===== config.mk =====
export PLATFORM = sky130hd
export DESIGN_NAME = pyr_back
export DESIGN_NICKNAME = d
export VERILOG_FILES = /design/src/hdl/pyr_pkg.sv /design/src/hdl/pyr_back.sv
export SDC_FILE = /design/constraint.sdc
export NUM_CORES = 2
export LEC_CHECK = 0
export ABC_AREA = 1
export ABC_CLOCK_PERIOD_IN_PS = 11990
export BUFFER_PORTS_ARGS = -buffer_cell sky130_fd_sc_hd__buf_2
export CORE_MARGIN = 10
export CORE_UTILIZATION = 35
export DETAILED_ROUTE_END_ITERATION = 12
export PLACE_DENSITY = 0.54
export RECOVER_POWER = 100
export SLEW_MARGIN = 20
export SYNTH_ARGS = -nofsm -noshare
export SYNTH_HDL_FRONTEND = slang
export SYNTH_SLANG_ARGS = --single-unit

===== constraint.sdc =====
create_clock -name clk -period 11.99 [get_ports clk]
set_clock_uncertainty 0.1 [all_clocks]
set_input_delay 1.199 -clock clk [delete_from_list [all_inputs] [get_ports clk]]
set_output_delay 1.199 -clock clk [all_outputs]
set_load 0.03 [all_outputs]

===== src/hdl/pyr_pkg.sv =====
// Shared types, constants and the divider step for the pyramid shape function evaluator.
package pyr_pkg;

  localparam int FRAC_BITS = 16;
  localparam int COORD_W   = 18;
  localparam int IDX_W     = 3;
  localparam int THR_W     = 16;
  localparam int OUT_W     = 21;

  localparam int DEN_W  = COORD_W;            // |1 - t| stays below 2^18
  localparam int PROD_W = 2 * COORD_W;        // r*s, s*t, r*t
  localparam int FP_W   = 2 * (COORD_W + 1);  // (1+-r)(1+-s)
  localparam int RST_W  = 3 * COORD_W;        // r*s*t
  localparam int BASE_W = 24;
  localparam int Q1_W   = 38;                 // u, rdr, rds, ration quotients
  localparam int Q2_W   = 41;                 // rdt quotient, clipped at 2^40
  localparam int NT_W   = Q1_W + FRAC_BITS + 1;

  localparam int FRONT_REGS = 4;
  localparam int DIV1_STEPS = Q1_W;
  localparam int DIV2_STEPS = Q2_W;
  localparam int BACK_REGS  = 2;
  localparam int PIPE_DEPTH = FRONT_REGS + DIV1_STEPS + 1 + DIV2_STEPS + BACK_REGS;

  localparam logic [IDX_W-1:0] IDX_CORNER_FIRST = 3'd0;
  localparam logic [IDX_W-1:0] IDX_CORNER_LAST  = 3'd3;
  localparam logic [IDX_W-1:0] IDX_APEX         = 3'd4;

  typedef logic signed [COORD_W-1:0] crd_t;
  typedef logic signed [OUT_W-1:0]   res_t;
  typedef logic [DEN_W-1:0]          den_t;
  typedef logic [Q1_W-1:0]           q1_t;

  typedef struct packed {
    logic [IDX_W-1:0]          idx;
    logic                      apex;
    logic                      dneg;
    logic                      neg_u;
    logic                      neg_rdr;
    logic                      neg_rds;
    logic                      neg_ra;
    crd_t                      t;
    logic signed [BASE_W-1:0]  base;
    logic signed [COORD_W:0]   fr;
    logic signed [COORD_W:0]   fs;
  } side_t;

  typedef struct packed {
    q1_t u;
    q1_t rdr;
    q1_t rds;
    q1_t ra;
  } quad_t;

  typedef struct packed {
    side_t side;
    q1_t   q_rdr;
    q1_t   q_rds;
    q1_t   q_ra;
    logic  ovf;
  } mid_t;

  // One restoring step: shift in a dividend bit, subtract when it fits.
  // Returns {quotient bit, new remainder}.
  function automatic logic [DEN_W:0] div_step(input den_t rem, input logic nbit,
                                              input den_t den);
    logic [DEN_W:0] acc;
    acc = {rem, nbit};
    if (acc >= {1'b0, den}) begin
      div_step = {1'b1, DEN_W'(acc - {1'b0, den})};
    end else begin
      div_step = {1'b0, acc[DEN_W-1:0]};
    end
  endfunction

endpackage


===== src/hdl/pyr_back.sv =====
// Back end: signs, apex override, term sums, final rounding and saturation.
module pyr_back (
  input  logic                     clk,
  input  logic                     rst,
  input  logic                     in_vld,
  input  pyr_pkg::mid_t            in_mid,
  input  logic [pyr_pkg::Q2_W-1:0] in_qt,
  output logic                     done,
  output pyr_pkg::res_t            shape_value,
  output pyr_pkg::res_t            grad_r,
  output pyr_pkg::res_t            grad_s,
  output pyr_pkg::res_t            grad_t,
  output logic                     saturated
);
  import pyr_pkg::*;

  localparam int SUM_W = 44;
  localparam logic signed [SUM_W-1:0] ONE4    = SUM_W'(2 ** (FRAC_BITS + 2));
  localparam logic [Q2_W-1:0]         TERM_LIM = Q2_W'(64'd1 << 40);
  localparam logic signed [SUM_W-1:0] OUT_MAX = SUM_W'((2 ** (OUT_W - 1)) - 1);
  localparam logic signed [SUM_W-1:0] OUT_MIN = ~OUT_MAX;
  localparam res_t                    ONE_OUT = OUT_W'(2 ** FRAC_BITS);

  typedef struct packed {
    logic flag;
    res_t val;
  } rs_t;

  function automatic logic signed [SUM_W-1:0] signed_mag(input logic neg,
                                                         input logic [Q2_W-1:0] mag);
    logic signed [SUM_W-1:0] m;
    m = SUM_W'(mag);
    signed_mag = neg ? -m : m;
  endfunction

  // divide by 16, ties away from zero, clip to the output range
  function automatic rs_t rnd_sat(input logic signed [SUM_W-1:0] x);
    logic [SUM_W-1:0]        mag;
    logic [SUM_W-1:0]        q;
    logic signed [SUM_W-1:0] y;
    mag = x[SUM_W-1] ? SUM_W'(-x) : SUM_W'(x);
    q   = (mag + SUM_W'(8)) >> 4;
    y   = x[SUM_W-1] ? -$signed(q) : $signed(q);
    if (y > OUT_MAX) begin
      rnd_sat = {1'b1, OUT_MAX[OUT_W-1:0]};
    end else if (y < OUT_MIN) begin
      rnd_sat = {1'b1, OUT_MIN[OUT_W-1:0]};
    end else begin
      rnd_sat = {1'b0, y[OUT_W-1:0]};
    end
  endfunction

  side_t                   sd;
  logic                    par_neg;
  logic [Q2_W-1:0]         rdt_mag;
  logic signed [SUM_W-1:0] ra, rdr, rds, rdt, fr4, fs4;
  logic signed [SUM_W-1:0] v_c, gr_c, gs_c, gt_c;

  logic                    b_vld;
  logic [IDX_W-1:0]        b_idx;
  crd_t                    b_t;
  logic signed [SUM_W-1:0] b_v, b_gr, b_gs, b_gt;
  rs_t                     o_v, o_gr, o_gs, o_gt;

  always_comb begin
    sd      = in_mid.side;
    par_neg = sd.idx[0] ^ sd.idx[1];
    rdt_mag = (in_mid.ovf || in_qt > TERM_LIM) ? TERM_LIM : in_qt;
    if (sd.apex) begin
      ra  = '0;
      rdr = ONE4;
      rds = ONE4;
      rdt = ONE4;
    end else begin
      ra  = signed_mag(sd.neg_ra,  Q2_W'(in_mid.q_ra));
      rdr = signed_mag(sd.neg_rdr, Q2_W'(in_mid.q_rdr));
      rds = signed_mag(sd.neg_rds, Q2_W'(in_mid.q_rds));
      rdt = signed_mag(sd.neg_u ^ sd.dneg, rdt_mag);
    end
    if (par_neg) begin
      ra  = -ra;
      rdr = -rdr;
      rds = -rds;
      rdt = -rdt;
    end
    fr4  = SUM_W'(sd.fr) <<< 2;
    fs4  = SUM_W'(sd.fs) <<< 2;
    v_c  = SUM_W'(sd.base) - (SUM_W'(sd.t) <<< 2) + ra;
    gr_c = (sd.idx[0] ? fs4 : -fs4) + rdr;
    gs_c = (sd.idx[1] ? fr4 : -fr4) + rds;
    gt_c = rdt - ONE4;
  end

  always_ff @(posedge clk) begin
    if (rst) begin
      b_vld <= 1'b0;
    end else begin
      b_vld <= in_vld;
    end
    b_idx <= sd.idx;
    b_t   <= sd.t;
    b_v   <= v_c;
    b_gr  <= gr_c;
    b_gs  <= gs_c;
    b_gt  <= gt_c;
  end

  always_comb begin
    o_v  = rnd_sat(b_v);
    o_gr = rnd_sat(b_gr);
    o_gs = rnd_sat(b_gs);
    o_gt = rnd_sat(b_gt);
  end

  always_ff @(posedge clk) begin
    if (rst) begin
      done <= 1'b0;
    end else begin
      done <= b_vld;
    end
    case (b_idx) inside
      [IDX_CORNER_FIRST:IDX_CORNER_LAST]: begin
        shape_value <= o_v.val;
        grad_r      <= o_gr.val;
        grad_s      <= o_gs.val;
        grad_t      <= o_gt.val;
        saturated   <= o_v.flag | o_gr.flag | o_gs.flag | o_gt.flag;
      end
      IDX_APEX: begin
        shape_value <= OUT_W'(b_t);
        grad_r      <= '0;
        grad_s      <= '0;
        grad_t      <= ONE_OUT;
        saturated   <= 1'b0;
      end
      default: begin
        shape_value <= '0;
        grad_r      <= '0;
        grad_s      <= '0;
        grad_t      <= '0;
        saturated   <= 1'b0;
      end
    endcase
  end

endmodule


* Word level (Yosys, flattened, before mapping) *
Index checks and enable logic that the tools add are counted.
W data, S select, Z words.

word-level totals
  bits in registers = 284
  word-level logic and storage cells = 99

operators by class
  reductions and logical operators = 4
  add/subtract/negate cells = 27
  magnitude comparators = 11
  eq/ne operators = 1
  multiplexer cells = 35
  bitwise operators = 6

operators by type and width
  cell                      count
  $mux W44                  22
  $neg A44 Y44              8
  $add A44 B4 Y44 const B   4
  $gt A44 B21 Y1 const B    4
  $lt A44 B21 Y1 const B    4
  $mux W22                  8
  $neg A40 Y44              4
  $neg A38 Y44              3
  $add A44 B44 Y44          2
  $neg A21 Y44              2
  $mux W21                  3
  $add A25 B44 Y44          1
  $neg A41 Y44              1
  $sub A44 B20 Y44 const B  1
  $gt A41 B41 Y1 const B    1
  $mux W41                  1
  $sub A24 B20 Y25          1
  $mux W17                  1
  $reduce_or A2 Y1          2
  $eq A3 B3 Y1 const B      1
  $ge A3 B1 Y1 const B      1
  $le A3 B2 Y1 const B      1
  $or A1 B1 Y1              3
  $xor A1 B1 Y1             2
  other kinds (3)           3

* Logic depth before layout (Yosys ltp) *
  word-level depth = 11
  depth in mapped cells = 38
  depth with buffers taken out = 38

* Least setup slack after synthesis *
OpenSTA, ideal clock, no wires.

  path kind = input -> register
  start point = input in_mid[201] (netlist name)
  end point = register b_v[42]
  stages = 26
  data arrival time = 6.001 ns
  path buffers = 4
  data required time = 11.763 ns
  setup slack = 5.763 ns
  library setup time = 0.127 ns
  path through = clkinv_1 > nand2_1 > nand2_1 > inv_1 > clkbuf_1 > clkbuf_1 > clkbuf_1 > buf_1 > nand2_1 > xor2_1 > fa_1 > ha_1 > a21oi_1 > inv_1 > a31oi_1 > o21ai_1 > a21boi_0 > o21ai_1 > a21boi_0 > o21ai_1 > inv_1 > o21a_1 > o21bai_1 > a21boi_0 > o21ai_0 > xor2_1

between the ends
  word-level cells in the longest chain between the ends = 3

RTL lines
  element               RTL line         RTL
  start, declared       pyr_back.sv:6    input pyr_pkg::mid_t in_mid,
  $xor A1 B1 Y1         pyr_back.sv:67   par_neg = sd.idx[0] ^ sd.idx[1];
  $mux W44              pyr_back.sv:80   if (par_neg) begin
  $add A25 B44 Y44      pyr_back.sv:88   v_c = SUM_W'(sd.base) - (SUM_W'(sd.t) <<< 2) + ra;
  via v_c[42]           pyr_back.sv:57   logic signed [SUM_W-1:0] v_c, gr_c, gs_c, gt_c;
  end signal, assigned  pyr_back.sv:102  b_v <= v_c;
  end, declared         pyr_back.sv:62   logic signed [SUM_W-1:0] b_v, b_gr, b_gs, b_gt;

The timed path passes the listed nets, and every way through them passes these cells.
A chain may end at the register's enable or synchronous reset.

* Final worst setup path *
  start point = input in_mid[200] (netlist name)
  end point = register b_gt[36]

between the ends
  word-level cells in the longest chain between the ends = 4

RTL lines
  element               RTL line         RTL
  $mux W44 *            pyr_back.sv:69   if (sd.apex) begin
  $neg A44 Y44          pyr_back.sv:84   rdt = -rdt;
  $mux W44 *            pyr_back.sv:80
  $sub A44 B20 Y44 *    pyr_back.sv:91   gt_c = rdt - ONE4;
  via gt_c[36]          pyr_back.sv:57
  end signal, assigned  pyr_back.sv:105  b_gt <= gt_c;
  end, declared         pyr_back.sv:62

The timed path passes the listed nets; every way through them passes the cells marked *.

==> key figures <==
Layout
  – Sequential standard cell area: 5687 um2
  – Fillcell total: 14,440
  – Final nets: 8,853
  – Share of cells above drive strength 1: 0.09224
  – Final Instance Area: 48,830 um2
  – Layout area overhead: 9.056%
  – Multi-input gate area: 34,150 um2

Clock network
  – Setup bufs post-CTS: 0
  – CTS tree: built
  – Max Root-Sink Buffers: 3
  – Clk Latency, worst-skew pair: 0.61 ns
  – Resized cells post-CTS: 0
  – TritonCTS buffer count: 39
  – Worst-path clk slew: 0.06 ns
  – Post-CTS Hold Fix Bufs: 0
  – Clock sinks: 284
  – CTS root buf: clkbuf_16
  – H-tree depth: 2

Floorplanning
  – CORE AREA: 127,400 um2
  – Die width: 377.7 um
  – Site Rows: 131
  – Initial Utilization: 0.3516
  – I/O pin count: 334
  – Die height: 377.7 um
  – Die area: 142,600 um2

Hold path
  – Hold Crit Depth: 2
  – Worst hold path type: reg -> reg
  – Hold Path Origin: b_vld
  – Hold EP: done

Routing
  – Routed WL: 161,200 um
  – Total iterations of the first detailed-routing run: 6
  – Vias/cell: 4.961
  – Initial DRC count: 3,579
  – Vias: 50,180
  – WL/cell: 15.94 um
  – Routed Antenna Nets: 0
  – Drt drc: 0

Logic synthesis
  – #FFs+latches synth: 284
  – Top post-synthesis cells by area: nand2_1 (23%), dfxtp_1 (13%), nor2_1 (9.3%)
  – Dominant cell type by area after synthesis: nand2_1
  – Synthesis warning total: 0
  – Ys flop type: dfxtp_1
  – Cells after Synth: 8,175
  – EDFF count, synth: 0
  – Mean Syn Cell Area: 5.478 um2
  – Asr flop ratio synth: 0
  – Post-synth top area share: 0.2321
  – Seq/Total Area, Yosys: 0.1270
  – Mapped Area: 44,780 um2
  – Syn Nets: 8,612
  – Yosys cell types: 68

Placed design
  – RePlAce Congestion: 0.9324
  – Post-place instance area: 47,910 um2
  – Post-DP HPWL: 138,000 um
  – IO buf count: 333

Flow run
  – Maxcap violations: 9

Setup path
  – R2R Path End: shape_value[6]
  – Critical Path Fanout Max: 49
  – Element type at the critical path end: flop
  – Crit start category: input pin
  – R2R Setup Slk: 3.53 ns
  – RR Startpoint: b_v[43]
  – Worst endpoint required time: 12.35 ns
  – Register-to-Register Path Depth: 25
  – WS Path Type: in -> reg
  – Worst EP arrival: 9.22 ns
  – CP Launch Point: in_mid[200]

STA
  – Final-report setup violation count: 0
  – Final Critical Period: 8.860 ns
  – RSZ-0062 raised after global routing: false
  – Fmax: 0.1129 GHz
  – Setup TNS: 0 ns
  – Fin. max-slew vios: 579
  – Slew headroom: -1.492
  – Tcrit/Tclk final: 0.7389
  – Final hold vios: 0
  – Slew @ Worst Pin: 3.738 ns

Power and ir drop
  – Max VDD drop: 109.9 uV
  – Power per cell area: 200.5 nW/um2
  – Static Leak: 24.94 nW

Global route
  – Largest net degree at the start of global routing: 90
  – Total gr overflow: 0
  – Vias in the first global route: 47,230
  – First-pass GRT wire length: 254,600 um
  – Initial antenna violation count: 27
  – Gr usage total: 0.2184

Run status
  – Failing checks: max-capacitance violations, max-slew violations
  – Status: complete, but fails checks
==> cell type report <==
cell class	count	share of cell area
repair buffers	354	0.03410
flip-flops and latches	284	0.1164
clock buffers	50	0.02165
diodes	8	0.0004099
inverters	1042	0.08019
clock inverters	20	0.005380
multi-input cells	6695	0.6992
well taps	1662	0.04258
==> routing by layer <==
layer / vias to the layer above / wire length [um] / GRT usage
met1: 22370 / 75600 / 0.2911
met4: 22 / 4060 / 0.05354
li1: 26440 / - / -
met3: 202 / 9841 / 0.03649
met5: - / 135 / 0
met2: 1146 / 71560 / 0.3636
==> kinds of logic (layout without fill, tap and decap cells) <==
group           after synthesis  in the layout  synth area share
compound gates              717            717           0.09701
xor+xnor                    386            386           0.07567
fa+ha+maj                   189            189           0.06002
buf+inv                    1196           1466            0.1053
flops                       284            284            0.1270
other cells                   0              8                 0
simple gates               5403           5403            0.5351
==> through the flow <==
step	instances	power (W)	setup slack, ns	utilization	hold WS, ns
after floorplan	8175	0.006900	5.763	-	0.2883
after global placement	10040	0.008535	4.894	0.3762	0.3027
after detailed placement	10040	0.008593	4.764	0.3762	0.3172
after CTS	10110	0.009857	5.428	0.3865	0.3251
after global routing	10110	0.01087	2.501	0.3833	0.3457
final	10120	0.009789	3.130	0.3834	0.3155
==> placed cells by master, fill, tap and decap left out, types with 12 or more instances in the layout <==
cell	synthesis	routed
nand2_1	2769	2776
nor2_1	1108	1115
inv_1	990	989
nand3_1	756	766
dfxtp_1	284	283
xor2_1	263	263
a21oi_1	250	257
o21ai_0	210	227
buf_2	34	227
ha_1	146	146
nand2_2	148	143
nand4_1	132	132
xnor2_1	122	122
clkbuf_1	66	120
nor3_1	101	101
nor2_2	106	100
nand3b_1	73	73
nor2_4	55	54
fa_1	43	43
inv_2	44	42
a31oi_1	40	40
nand3_2	50	40
clkbuf_16	0	39
o211ai_1	14	30
o31ai_1	28	28
nor4_1	23	23
o21bai_1	22	22
o21ai_1	30	20
nand2_4	21	19
or2_2	16	16
o41ai_1	16	16
a21oi_2	21	14
buf_4	15	14
o21a_1	12	12
==> state kept, by name, indices dropped and copies added (netlist names) <==
register and flops:
saturated 1, b_vld 1, done 1, shape_value 21, b_gr 44, b_gt 44
grad_s 21, b_gs 44, b_t 18, grad_r 21, grad_t 21, b_idx 3
b_v 44
==> worst max-delay path by stage <==
stage / endpoint / slack, ns
after global placement: b_v[43] / 4.89
final: b_gt[36] / 3.13
after floorplan: b_v[42] / 5.76
after CTS: b_v[43] / 5.43
after global routing: b_gt[36] / 2.50
after detailed placement: b_v[43] / 4.76
==> power breakdown <==
group	internal [W]	total, W	leakage [nW]	switching (W)
combinational	0.00209	0.00683	21.9	0.00474
clock	0.000723	0.00121	0.649	0.000487
sequential	0.00131	0.00175	2.38	0.000434
total	0.00413	0.00979	24.9	0.00566
==> cells in the mapped netlist, types with 43 or more instances <==
cell type and number:
nand3_1 756, inv_1 990, nand2_1 2769, fa_1 43, xnor2_1 122, nand3b_1 73, nand3_2 50, a21oi_1 250
nor3_1 101, xor2_1 263, o21ai_0 210, nand4_1 132, inv_2 44, ha_1 146, nor2_1 1108, dfxtp_1 284
nor2_2 106, clkbuf_1 66, nand2_2 148, nor2_4 55
==> worst max-delay path: stages <==
cell and delay [ns]:
buf_2 0.07, clkbuf_1 2.19, inv_4 0.54, buf_4 0.51, clkbuf_1 0.96, nand4_1 0.45, nand2_1 0.09, inv_1 0.08
ha_1 0.16, nand2_1 0.07, nor2_1 0.16, nand3_1 0.16, nor2_1 0.23, nand3_1 0.15, nor2_1 0.25, a21oi_1 0.12
xor2_1 0.33, ha_1 0.25, nand3_1 0.09, nor2_1 0.18, nand2_1 0.15, nor2_4 0.14, nand2_1 0.16, nor2_4 0.18
nand2_1 0.07, nand2_1 0.06, nand2_1 0.05
Power figures use the tool's default switching activity.
